**src/srsf_pkg.sv**
```systemverilog
// srsf_pkg: shared widths, reset values, datapath operation codes and status word
// for the stepper ramp segment fitter; no dependencies
package srsf_pkg;

	// field and register widths
	localparam int TIMER_W  = 27;
	localparam int TOL_W    = 16;
	localparam int FIELD_W  = 24;
	localparam int FI_W     = 27;
	localparam int CNT_W    = 16;
	localparam int SLOPE_W  = 32;

	// configuration reset values and parameter defaults
	localparam logic [TIMER_W-1:0] TIMER_RST = 27'd25000000;
	localparam logic [TOL_W-1:0]   TOL_RST   = 16'd131;
	localparam int ADD_SHIFT_DEF = 16;
	localparam int MAX_RUN_DEF   = 65535;

	// internal arithmetic widths
	localparam int IV_W    = 43;  // interval, q.16 ticks
	localparam int DSR_W   = 48;  // widest divisor
	localparam int QUO_W   = 45;  // kept quotient bits, overflow is sticky
	localparam int SN_W    = 62;  // slope numerator magnitude
	localparam int RAD_W   = 56;  // square root radicand
	localparam int ROOT_W  = 28;  // square root result

	// configuration register indexes
	typedef enum logic [0:0] {
		REG_TIMER = 1'b0,
		REG_TOL   = 1'b1
	} cfg_reg_t;

	// datapath operations issued by the controller
	typedef enum logic [4:0] {
		OP_NOP,
		OP_LOAD,
		OP_SQUARE,
		OP_DIFF,
		OP_FRAC_GO,
		OP_MUL_LO,
		OP_MUL_HI,
		OP_V2,
		OP_SQRT_GO,
		OP_IV_GO,
		OP_TAKE_FIRST,
		OP_TAKE_SECOND,
		OP_RUN_ALW,
		OP_RUN_ACC,
		OP_FIN1,
		OP_FIN2,
		OP_SLOPE_GO,
		OP_RES_RUN,
		OP_RES_ONE,
		OP_RES_ZERO
	} dp_op_t;

	// datapath status seen by the controller
	typedef struct packed {
		logic finished;
		logic last_step;
		logic run_more;
		logic dev_fail;
		logic div_busy;
		logic sqrt_busy;
	} dp_status_t;

	// interval tolerance, at least one tick
	function automatic logic [IV_W-1:0] allowance(input logic [IV_W-1:0] iv,
			input logic [TOL_W-1:0] tol);
		logic [IV_W+TOL_W-1:0] p;
		logic [IV_W-1:0] a;
		p = (IV_W+TOL_W)'(iv) * (IV_W+TOL_W)'(tol);
		a = p[IV_W+TOL_W-1:TOL_W];
		allowance = (a < IV_W'(65536)) ? IV_W'(65536) : a;
	endfunction

endpackage

```
**src/srsf_ctrl.sv**
```systemverilog
// srsf_ctrl: segment fit sequencer, issues at most one datapath operation per cycle
// depends on srsf_pkg
module srsf_ctrl (
	input  logic                  clk,
	input  logic                  arst_n,
	input  logic                  start,
	input  srsf_pkg::dp_status_t  status,
	output srsf_pkg::dp_op_t      op,
	output logic                  busy,
	output logic                  done
);
	import srsf_pkg::*;

	typedef enum logic [4:0] {
		S_IDLE, S_SQUARE, S_CHECK, S_FRAC_GO, S_FRAC_WAIT, S_MUL_LO, S_MUL_HI, S_V2,
		S_SQRT_GO, S_SQRT_WAIT, S_IV_GO, S_IV_WAIT, S_TAKE, S_RUN_TEST, S_RUN_CHK,
		S_FIN1, S_FIN2, S_SLOPE_GO, S_SLOPE_WAIT, S_RES_RUN, S_RES_ONE, S_RES_ZERO
	} state_t;

	typedef enum logic [1:0] {
		PH_FIRST, PH_SECOND, PH_RUN
	} phase_t;

	state_t state_q, state_d;
	phase_t ph_q, ph_d;
	logic   busy_q, done_q;

	// next state and operation
	always_comb begin
		op      = OP_NOP;
		state_d = state_q;
		ph_d    = ph_q;
		case (state_q)
			S_IDLE: begin
				if (start) begin
					op      = OP_LOAD;
					state_d = S_SQUARE;
				end
			end
			S_SQUARE: begin
				op      = OP_SQUARE;
				state_d = S_CHECK;
			end
			S_CHECK: begin
				op = OP_DIFF;
				if (status.finished) begin
					state_d = S_RES_ZERO;
				end else begin
					ph_d    = PH_FIRST;
					state_d = S_FRAC_GO;
				end
			end
			S_FRAC_GO: begin
				op      = OP_FRAC_GO;
				state_d = S_FRAC_WAIT;
			end
			S_FRAC_WAIT: if (!status.div_busy) state_d = S_MUL_LO;
			S_MUL_LO: begin
				op      = OP_MUL_LO;
				state_d = S_MUL_HI;
			end
			S_MUL_HI: begin
				op      = OP_MUL_HI;
				state_d = S_V2;
			end
			S_V2: begin
				op      = OP_V2;
				state_d = S_SQRT_GO;
			end
			S_SQRT_GO: begin
				op      = OP_SQRT_GO;
				state_d = S_SQRT_WAIT;
			end
			S_SQRT_WAIT: if (!status.sqrt_busy) state_d = S_IV_GO;
			S_IV_GO: begin
				op      = OP_IV_GO;
				state_d = S_IV_WAIT;
			end
			S_IV_WAIT: if (!status.div_busy) state_d = S_TAKE;
			S_TAKE: begin
				case (ph_q)
					PH_FIRST: begin
						op = OP_TAKE_FIRST;
						if (status.last_step) begin
							state_d = S_RES_ONE;
						end else begin
							ph_d    = PH_SECOND;
							state_d = S_FRAC_GO;
						end
					end
					PH_SECOND: begin
						op      = OP_TAKE_SECOND;
						state_d = S_RUN_TEST;
					end
					default: begin
						op      = OP_RUN_ALW;
						state_d = S_RUN_CHK;
					end
				endcase
			end
			S_RUN_TEST: begin
				if (status.run_more) begin
					ph_d    = PH_RUN;
					state_d = S_FRAC_GO;
				end else begin
					state_d = S_FIN1;
				end
			end
			S_RUN_CHK: begin
				if (status.dev_fail) begin
					state_d = S_FIN1;
				end else begin
					op      = OP_RUN_ACC;
					state_d = S_RUN_TEST;
				end
			end
			S_FIN1: begin
				op      = OP_FIN1;
				state_d = S_FIN2;
			end
			S_FIN2: begin
				op      = OP_FIN2;
				state_d = S_SLOPE_GO;
			end
			S_SLOPE_GO: begin
				op      = OP_SLOPE_GO;
				state_d = S_SLOPE_WAIT;
			end
			S_SLOPE_WAIT: if (!status.div_busy) state_d = S_RES_RUN;
			S_RES_RUN: begin
				op      = OP_RES_RUN;
				state_d = S_IDLE;
			end
			S_RES_ONE: begin
				op      = OP_RES_ONE;
				state_d = S_IDLE;
			end
			S_RES_ZERO: begin
				op      = OP_RES_ZERO;
				state_d = S_IDLE;
			end
			default: state_d = S_IDLE;
		endcase
	end

	// state and registered handshake outputs
	always_ff @(posedge clk or negedge arst_n) begin
		if (!arst_n) begin
			state_q <= S_IDLE;
			ph_q    <= PH_FIRST;
			busy_q  <= 1'b0;
			done_q  <= 1'b0;
		end else begin
			state_q <= state_d;
			ph_q    <= ph_d;
			busy_q  <= (state_d != S_IDLE);
			done_q  <= (state_q == S_RES_RUN) || (state_q == S_RES_ONE)
				|| (state_q == S_RES_ZERO);
		end
	end

	assign busy = busy_q;
	assign done = done_q;
endmodule

```
**config.mk**
```make
export PLATFORM = sky130hd
export DESIGN_NAME = srsf_ctrl
export DESIGN_NICKNAME = d
export VERILOG_FILES = /design/src/srsf_pkg.sv /design/src/srsf_ctrl.sv
export SDC_FILE = /design/constraint.sdc
export NUM_CORES = 1
export LEC_CHECK = 0
export BUFFER_PORTS_ARGS = -buffer_cell sky130_fd_sc_hd__buf_4
export CAP_MARGIN = 20
export CORE_UTILIZATION = 45
export CTS_BUF_LIST = sky130_fd_sc_hd__clkbuf_4 sky130_fd_sc_hd__clkbuf_8 sky130_fd_sc_hd__clkbuf_16
export DETAILED_ROUTE_END_ITERATION = 8
export MAX_ROUTING_LAYER = met4
export PLACE_DENSITY_LB_ADDON = 0.05
export REMOVE_ABC_BUFFERS = 1
export SLEW_MARGIN = 20
export SYNTH_ARGS = -nofsm -noshare
export SYNTH_HDL_FRONTEND = slang
export SYNTH_SLANG_ARGS = --single-unit
```
**constraint.sdc**
```tcl
create_clock -name clk -period 2.5 [get_ports clk]
set_input_delay 0.625 -clock clk [delete_from_list [all_inputs] [get_ports clk]]
set_output_delay 0.625 -clock clk [all_outputs]
set_load 0.01 [all_outputs]
```
**Word level (Yosys, flattened, before mapping)**

Index checks and enable logic that the tools add are counted.

- Multiplexer cells: 20
- Equal/unequal tests: 26
- Reductions and logical operators: 7

Operators by type and width:

| operator | number |
|---|---|
| $pmux W5 S19 | 1 |
| $pmux W5 S17 | 1 |
| $eq A5 B4 Y1 const B | 8 |
| $mux W5 | 7 |
| $eq A5 B5 Y1 const B | 6 |
| $eq A5 B3 Y1 const B | 4 |
| $eq A5 B2 Y1 const B | 2 |
| $mux W2 | 5 |
| $pmux W5 S2 | 1 |
| $mux W4 | 2 |
| $ne A2 B2 Y1 const B | 4 |
| $pmux W2 S3 | 1 |
| $pmux W3 S2 | 1 |
| $eq A5 B1 Y1 const B | 1 |
| $logic_not A5 Y1 | 1 |
| $reduce_and A5 Y1 | 1 |
| $reduce_bool A5 Y1 | 1 |
| $reduce_bool A3 Y1 | 1 |
| $eq A2 B1 Y1 const B | 1 |
| $logic_not A2 Y1 | 1 |
| $logic_or A1 B1 Y1 | 2 |
| $mux W1 | 1 |

- Flip-flop bits (word level): 9
- Logic and storage cells: 57

**Longest topological paths before layout**

Gate-level depths: netlist (run 1).

- Word-level depth: 4
- Depth in mapped cells: 8

**Worst setup path before layout (run 1)**

OpenSTA, ideal clock, no wires.

- Path type: register to output
- From: reg state_q[1]
- To: out op[2]
- Stages on the path, launching flop included: 8
- Setup slack: 0.267 ns
- Arrival time: 1.608 ns
- Path buffers: 3
- Cells stage by stage: dfrtp_1 buf_4 clkbuf_1 buf_2 nor2_1 a31o_2 a221oi_1 a21oi_1

- Longest elaborated chain between the ends: 2
- Elaborated cells on any way between the ends: 18
- Those cells by class: 16 x eq/ne; 1 x mux; 1 x reduce/logical

Ends and longest elaborated chain:

| element | RTL line | source |
|---|---|---|
| from (decl) | srsf_ctrl.sv:24 | `state_t state_q, state_d;` |
| from (signal assigned) | srsf_ctrl.sv:154 | `state_q <= state_d;` |
| $eq A5 B5 Y1 (tied with other cells) | srsf_ctrl.sv:33 | `case (state_q)` |
| $pmux W5 S17 * | srsf_ctrl.sv:33 |  |
| to (decl) | srsf_ctrl.sv:8 | `output srsf_pkg::dp_op_t op,` |

Every way passes the cells marked *; elsewhere a longest branch is shown, timed or not.

**Final worst setup path (run 1)**

- From: reg state_q[0]
- To: out op[3]

The elaborated chain is that of the path after synthesis.

==> impl_metrics.json, run 1 <==
{
  "outcome": "complete, no violations",
  "numPlacedInstances": 163,
  "core_sq_um": 1942,
  "grt_pass1_vias": 854,
  "postSynthAreaPerCell_sq_um": 7.538,
  "post_cts_buffers": 0,
  "end_kind": "output port",
  "fmax_mhz": 427.7,
  "track_usage_pct": 26.85,
  "finalNonFillerCells": 167,
  "grt_pass1_wl_um": 3981,
  "grt_max_degree": 20,
  "cap_violations": 0,
  "gr-total-overflow": 0,
  "cts_root_buf": "clkbuf_4",
  "synth.top_cell.area_share_pct": 24.29,
  "min_period_over_period_pct": 93.52,
  "synth_area_sq_um": 927.1,
  "fin_worst_skew_ns": 0.01433,
  "synth_edf_count": 0,
  "cp_data_arrival_time_ns": 1.71,
  "ys.warnings.count": 0,
  "crit_path_end": "op[3]",
  "first_pass_iters": 4,
  "place_hpwl_um": 1833,
  "io_buffers": 15,
  "final_antenna_net_count": 0,
  "viasPerCell": 6.150,
  "regToRegStartpoint": "state_q[1]",
  "cp_max_fo": 13,
  "gp_congestion": 0.8772,
  "r2r_setup_slack_ns": 0.36,
  "p_per_area_nw_per_um2": 1363,
  "synth_area_leaders": "dfrtp_1 24%, nor2_1 5.7%, nand2b_1 5.4%",
  "period_needed_ns": 2.338,
  "r2r-end": "busy",
  "wl_per_cell_um": 15.12,
  "rr_worst_depth": 6,
  "htree_levels": 1,
  "worstSetupStartpoint": "state_q[0]",
  "start_util_pct": 47.74,
  "crit_type": "reg -> out",
  "hold_class": "in -> async",
  "drc": 0,
  "synth_most_common_cell": "nor2_1",
  "syn_to_final_growth_pct": 21.19,
  "worst_pin_slew_ns": 0.3137,
  "setup_tns_ns": 0,
  "hold_viol_final": 0,
  "clk_pin_slew_ns": 0.07,
  "clock_sinks": 9,
  "drt-initial-drc-count": 42,
  "seq_area_frac_synth_pct": 24.29,
  "die_w_um": 47.39,
  "start_kind": "register",
  "antenna_cells": 0,
  "leakage_nw": 0.4923,
  "synth_cell_types": 46,
  "die_area_sq_um": 2246,
  "boundaryPins": 16,
  "routed_wl_um": 2525,
  "synth-seq-cells": 9,
  "setup_viol": 0,
  "synthTopCellsByCount": "14 x nor2_1, 9 x a21oi_1, 9 x dfrtp_1, 8 x nand2b_1, 6 x nand2_1",
  "finalNetCount": 150,
  "drive_gt1_share_pct": 29.29,
  "cts_buffer_depth": 2,
  "async_flop_share_pct": 100.0,
  "antenna_found_initial": 0,
  "maxSlewViolCount": 0,
  "ys.flop_type": "dfrtp_1",
  "rsz0062_at_grt": "false",
  "die_h_um": 47.39,
  "num_rows": 16,
  "synthCells": 123,
  "num_vias": 1027,
  "numCtsBuffers": 3,
  "clkLatencyLatePin_ns": 0.27,
  "crit_required_ns": 1.88,
  "peakVddDrop_mv": 0.7600,
  "tritoncts": "built",
  "synth_top_cell_by_area": "dfrtp_1",
  "slew_headroom_pct": 79.09
}
[cell type report]
| cell class | count | area (sq um) |
|---|---|---|
| Clock buffer | 4 | 30.03 |
| Inverter | 5 | 18.77 |
| Timing Repair Buffer | 24 | 180.2 |
| Tap cell | 27 | 33.78 |
| Fill cell | 187 | 818.3 |
| Sequential cell | 9 | 230.2 |
| Multi-Input combinational cell | 98 | 630.6 |
[per-layer routing]
metal / global-route usage (%) / share of wire (%) / wire length (um) / vias up
met3: 6.538 / 4.6 / 116 / 8
met4: 10.86 / 1.7 / 44 / 0
met1: 34.50 / 47 / 1184 / 489
li1: - / - / - / 501
met2: 40.00 / 47 / 1180 / 29
met5: - / 0 / 0 / -
[placed cells by master, fill, tap and decap left out, drive strengths merged, types with 2 or more instances in the layout]
master,count
inv,5
a2111o,2
o21ai,5
and3,3
nand2b,8
dfrtp,9
nor2b,4
nand3,5
nand2,6
or3,2
clkbuf,4
o22ai,4
or4b,2
a31oi,4
a21o,2
mux2,2
a22oi,2
nor3,2
buf,24
a32oi,2
nor2,15
a21oi,9
[metrics by stage]
stage	power [mW]	cell area, sq um	hold slack [ns]	util [%]	setup slack (ns)
finish	1.532	1124	0.1569	57.86	0.1619
global route	1.661	1124	0.1534	57.86	0.03958
CTS	1.513	1112	0.1578	57.28	0.02337
detailed placement	1.372	1079	0.4561	55.54	0.2390
global placement	1.365	1079	0.4554	55.54	0.2755
floorplan	0.9755	864.6	0.3294	-	0.3284
[what timing repair did]
| item | 4_1_cts | 5_1_grt |
|---|---|---|
| gates cloned | 0 | 0 |
| gates resized for setup | 2 | 4 |
| setup endpoints to repair | 1 | 4 |
| hold buffers | 0 | 0 |
| endpoints found under the hold margin | 0 | 0 |
[kinds of logic after synthesis]
group | synth area share [%]
simple gates | 30.37
xor+xnor | 1.890
buf+inv | 8.771
compound gates | 32.25
mux | 2.429
flops | 24.29
[report_power, final]
group | switching, mW | internal, mW | total, mW
Combinational | 0.536 | 0.523 | 1.06
Clock | 0.0564 | 0.0725 | 0.129
Sequential | 0.142 | 0.202 | 0.344
[worst min path at each step]
stage	start	endpoint	slack, ns
6_report	arst_n	ph_q[1]	0.16
5_1_grt	arst_n	ph_q[0]	0.15
4_1_cts	arst_n	ph_q[1]	0.16
3_5_place_dp	arst_n	ph_q[1]	0.46
3_3_place_gp	arst_n	ph_q[1]	0.46
2_1_floorplan	arst_n	busy	0.33
[flip-flops by register name, summed over array words and instances (netlist names)]
name / cells
ph_q: 2
state_q: 5
done: 1
busy: 1
[worst max-delay path, stage by stage, from the launching register on]
cell and delay [ns]:
dfrtp_2 0.51, buf_4 0.23, inv_1 0.06, or3_1 0.41
o21ai_0 0.09, buf_4 0.14
(Power assumes the default switching activity.)
==> run 2, diff against run 1 <==
CORE_MARGIN = 2   (was not set)
PLACE_DENSITY = 0.72   (was not set)
PLACE_DENSITY_LB_ADDON = not set   (was 0.05)
==> impl_metrics.json, run 2 (synthesis results as in run 1) <==
{
  "outcome": "complete, no violations",
  "final_antenna_net_count": 0,
  "hold_viol_final": 0,
  "drive_gt1_share_pct": 26.81,
  "multi_input_area_sq_um": 620.6,
  "antenna_found_initial": 0,
  "worst_pin_slew_ns": 0.3518,
  "setup_viol": 0,
  "fmax_mhz": 421.6,
  "p_total_mw": 1.486,
  "clk_pin_slew_ns": 0.06,
  "nFillCells": 208,
  "reg_top3": "state_q (5), ph_q (2)",
  "period_needed_ns": 2.372,
  "cp_max_fo": 15,
  "die_h_um": 49.39,
  "place_hpwl_um": 1798,
  "crit_type": "reg -> out",
  "cp_data_arrival_time_ns": 1.75,
  "num_rows": 16,
  "gp_congestion": 0.9658,
  "regToRegStartpoint": "state_q[2]",
  "register_area_sq_um": 230.2,
  "end_kind": "output port",
  "peakVddDrop_mv": 0.6976,
  "start_kind": "register",
  "cts_buffer_depth": 2,
  "regMostFlops": "state_q",
  "grt_max_degree": 23,
  "pre_cts_ws_ns": 0.2813,
  "grt_pass1_wl_um": 4105,
  "io_buffers": 15,
  "die_area_sq_um": 2439,
  "layout_setup_ws_ns": 0.1284,
  "largest_reg_flops": 5,
  "clock_sinks": 9,
  "cap_violations": 0,
  "min_period_over_period_pct": 94.87,
  "finalNetCount": 148,
  "hold_class": "in -> async",
  "antenna_cells": 0,
  "maxSlewViolCount": 0,
  "track_usage_pct": 22.26,
  "viasPerCell": 5.982,
  "die_w_um": 49.39,
  "first_pass_iters": 4,
  "cts_hold_buf": 0,
  "num_vias": 987,
  "drt-initial-drc-count": 44,
  "worstSetupStartpoint": "state_q[2]",
  "wl_per_cell_um": 14.56,
  "crit_required_ns": 1.88,
  "slew_headroom_pct": 76.55,
  "drc": 0,
  "setup_tns_ns": 0,
  "leakage_nw": 0.4799,
  "syn_to_final_growth_pct": 18.49,
  "tritoncts": "built",
  "rsz0062_at_grt": "false",
  "gr-total-overflow": 0,
  "final_cell_mix": "22 x buf_4, 14 x nor2_1, 9 x a21oi_1",
  "htree_levels": 1,
  "clkLatencyLatePin_ns": 0.27,
  "routed_wl_um": 2403,
  "numCtsBuffers": 3,
  "start_util_pct": 47.26,
  "boundaryPins": 16,
  "final_common_cell": "buf_4",
  "p_per_area_nw_per_um2": 1353,
  "grt_pass1_vias": 875,
  "core_sq_um": 1962,
  "fin_worst_skew_ns": 0.002866,
  "cts_root_buf": "clkbuf_4"
}
## run 2: changes by cell type in the layout (fill, tap and decap cells not counted)
cell and change:
buf_4 -2, nor2b_2 -1, a32oi_1 +1, nor2b_1 +1, a32oi_2 -1
## run 2: report_power, final
group	internal, mW	total, mW	switching, mW
sequential	0.203	0.341	0.138
clock	0.0725	0.125	0.0527
combinational	0.499	1.02	0.521
total	0.774	1.49	0.712
## run 2: worst max-delay path, stage by stage (launching register included)
cell,delay (ns)
dfrtp_2,0.51
nor2b_1,0.31
xnor2_1,0.16
nor2_1,0.07
a41oi_1,0.18
o22ai_1,0.10
buf_4,0.15
## run 2: cell type report
type,count,share of cell area [%]
multi-input combinational,98,56.49
sequential,9,20.96
timing repair buffer,22,15.03
tap,27,3.075
clock buffer,4,2.733
inverter,5,1.708
## run 2: metrics by stage
stage	util [%]	cells	hold WS, ns	cell area [sq um]
after global placement	54.21	161	0.4500	1064
after floorplan	-	112	0.3294	864.6
after global routing	55.99	165	0.1535	1099
final	55.99	165	0.1654	1099
after CTS	55.87	165	0.1566	1096
after detailed placement	54.21	161	0.4507	1064
## run 2: worst paths after layout
check,cells past startpoint,slack [ns],end
worst max-delay path,6,0.13,op[1]
worst min-delay path,1,0.17,state_q[0]
worst max register to register,5,0.40,busy
worst min register to register,1,0.63,state_q[3]
max in group asynchronous,1,2.19,state_q[2]
min in group clk,1,0.63,state_q[3]
## run 2: routing by layer
metal	GRT usage, %	share of wire, %	vias to the layer above	wire length [um]
li1	-	-	493	-
met1	30.30	44	448	1069
met2	33.78	47	42	1141
met3	5.521	6.7	4	162
met4	4.167	1.2	0	30
met5	-	0	-	0
## run 2: repair_timing
item | CTS | global route
endpoints found under the hold margin | 0 | 0
endpoints found under the setup margin | 2 | 2
setup buffers | 0 | 0
gates resized for setup | 2 | 2
==> run 3, diff against run 2 <==
--- a/config.mk
+++ b/config.mk
@@ -9,9 +9,9 @@
 export CAP_MARGIN = 20
 export CORE_MARGIN = 2
-export CORE_UTILIZATION = 45
+export CORE_UTILIZATION = 55
 export CTS_BUF_LIST = sky130_fd_sc_hd__clkbuf_4 sky130_fd_sc_hd__clkbuf_8 sky130_fd_sc_hd__clkbuf_16
 export DETAILED_ROUTE_END_ITERATION = 8
 export MAX_ROUTING_LAYER = met4
-export PLACE_DENSITY = 0.72
+export PLACE_DENSITY = 0.84
 export REMOVE_ABC_BUFFERS = 1
 export SLEW_MARGIN = 20
==> constraint.sdc (replaced) <==
create_clock -name clk -period 2.5 [get_ports clk]
set_input_delay 0.125 -clock clk [delete_from_list [all_inputs] [get_ports clk]]
set_output_delay 0.125 -clock clk [all_outputs]
set_load 0.01 [all_outputs]
==> impl_metrics.json, run 3 (synthesis results as in run 1) <==
{
  "drc": 0,
  "regMostFlops": "state_q",
  "worst_pin_slew_ns": 0.4532,
  "hold_class": "in -> reg",
  "num_rows": 14,
  "place_hpwl_um": 1797,
  "regToRegStartpoint": "state_q[2]",
  "end_kind": "register",
  "boundaryPins": 16,
  "grt_pass1_wl_um": 3926,
  "r2r-end": "busy",
  "tritoncts": "built",
  "io_buffers": 15,
  "min_to": "ph_q[1]",
  "cts_root_buf": "clkbuf_4",
  "grt_max_degree": 17,
  "final_common_cell": "buf_4",
  "maxSlewViolCount": 0,
  "core_sq_um": 1541,
  "min_period_over_period_pct": 87.61,
  "crit_required_ns": 2.63,
  "rr_worst_depth": 5,
  "final_cell_mix": "23 x buf_4, 14 x nor2_1, 9 x a21oi_1, 9 x dfrtp_1, 8 x nand2b_1",
  "finalNetCount": 150,
  "routed_wl_um": 2362,
  "drt-initial-drc-count": 65,
  "die_w_um": 45.06,
  "numCtsBuffers": 3,
  "fmax_mhz": 456.6,
  "slew_headroom_pct": 69.79,
  "setup_tns_ns": 0,
  "grt_pass1_vias": 896,
  "leakage_nw": 0.4938,
  "hold_viol_final": 0,
  "viasPerCell": 6.596,
  "rsz0062_at_grt": "false",
  "start_kind": "register",
  "first_pass_iters": 4,
  "drive_gt1_share_pct": 24.29,
  "fin_area_sq_um": 1097,
  "final_antenna_net_count": 0,
  "finalNonFillerCells": 156,
  "fin_worst_skew_ns": 0.004940,
  "gr-total-overflow": 0,
  "hold_depth": 3,
  "crit_type": "reg -> reg",
  "peakVddDrop_mv": 0.8686,
  "min_from": "status[3]",
  "nFillCells": 124,
  "die_h_um": 45.06,
  "clk_pin_slew_ns": 0.06,
  "wl_per_cell_um": 15.14,
  "cp_data_arrival_time_ns": 2.32,
  "antenna_cells": 0,
  "setup_viol": 0,
  "antenna_found_initial": 0,
  "num_vias": 1029,
  "track_usage_pct": 27.14,
  "path_cells": "nor2b_2 -> and3_1 -> a32o_1 -> a2111o_1 -> or4b_1",
  "pre_cts_ws_ns": 0.3362,
  "syn_to_final_growth_pct": 18.35,
  "layout_setup_ws_ns": 0.3098,
  "period_needed_ns": 2.190,
  "largest_reg_flops": 5,
  "critPathMaxStageDelay_ns": 0.54,
  "cp_max_fo": 14,
  "critPathSlowestCell": "dfrtp_1",
  "start_util_pct": 60.15,
  "r2r_setup_slack_ns": 0.31,
  "cap_violations": 0,
  "clock_sinks": 9,
  "clkLatencyLatePin_ns": 0.25,
  "cts_buffer_depth": 2,
  "numPlacedInstances": 151,
  "reg_top3": "state_q (5), ph_q (2)",
  "gp_congestion": 0.9922,
  "p_per_area_nw_per_um2": 1366,
  "final_util_pct": 71.19,
  "placed_area_sq_um": 1057,
  "die_area_sq_um": 2030,
  "htree_levels": 1,
  "outcome": "complete, no violations",
  "post_cts_buffers": 0
}
run 3: how the worst max path moves through the flow:
| stage | start | end | cells past startpoint |
|---|---|---|---|
| final | state_q[2] | busy | 5 |
| after CTS | state_q[2] | busy | 5 |
| after global routing | state_q[2] | busy | 5 |
| after floorplan | state_q[1] | busy | 5 |
| after global placement | state_q[2] | busy | 5 |
| after detailed placement | state_q[2] | busy | 5 |
run 3: repair_timing:
item                      in CTS  in global routing
hold endpoints to repair       9                  0
hold buffers                   1                  0
resized for setup              0                  0
run 3: critical path, delay by kind of cell (launching register included):
kind             cells  cell delay [ns]
AO/OA/AOI/OAI        2             0.53
AND/OR/NAND/NOR      3             1.00
flip-flops           1             0.54
run 3: per-layer routing:
layer	routed length (um)	GRT usage, %	share of wire [%]
met3	268	6.400	11
met2	1080	40.86	46
met1	959	36.68	41
met4	54	7.059	2.3
met5	0	-	0
run 3: report_power, final:
group / total, mW / switching (mW) / leakage [nW] / internal [mW]
Sequential: 0.301 / 0.105 / 0.116 / 0.196
Combinational: 1.08 / 0.563 / 0.359 / 0.516
Clock: 0.118 / 0.0459 / 0.0184 / 0.0720
Total: 1.50 / 0.714 / 0.494 / 0.785
run 3: area by class of cell:
type	count	area, sq um	area share (%)
flip-flops and latches	9	225.2	20.52
clock buffers	4	30.03	2.737
inverters	5	18.77	1.710
repair buffers	24	182.7	16.65
well taps	16	20.02	1.824
multi-input cells	98	620.6	56.56
run 3: per-stage QoR:
step	power (mW)	hold slack (ns)
after floorplan	0.9755	-0.1706
after global placement	1.358	-0.05188
after detailed placement	1.361	-0.04633
after CTS	1.488	0.1870
after global routing	1.629	0.2006
final	1.499	0.1929
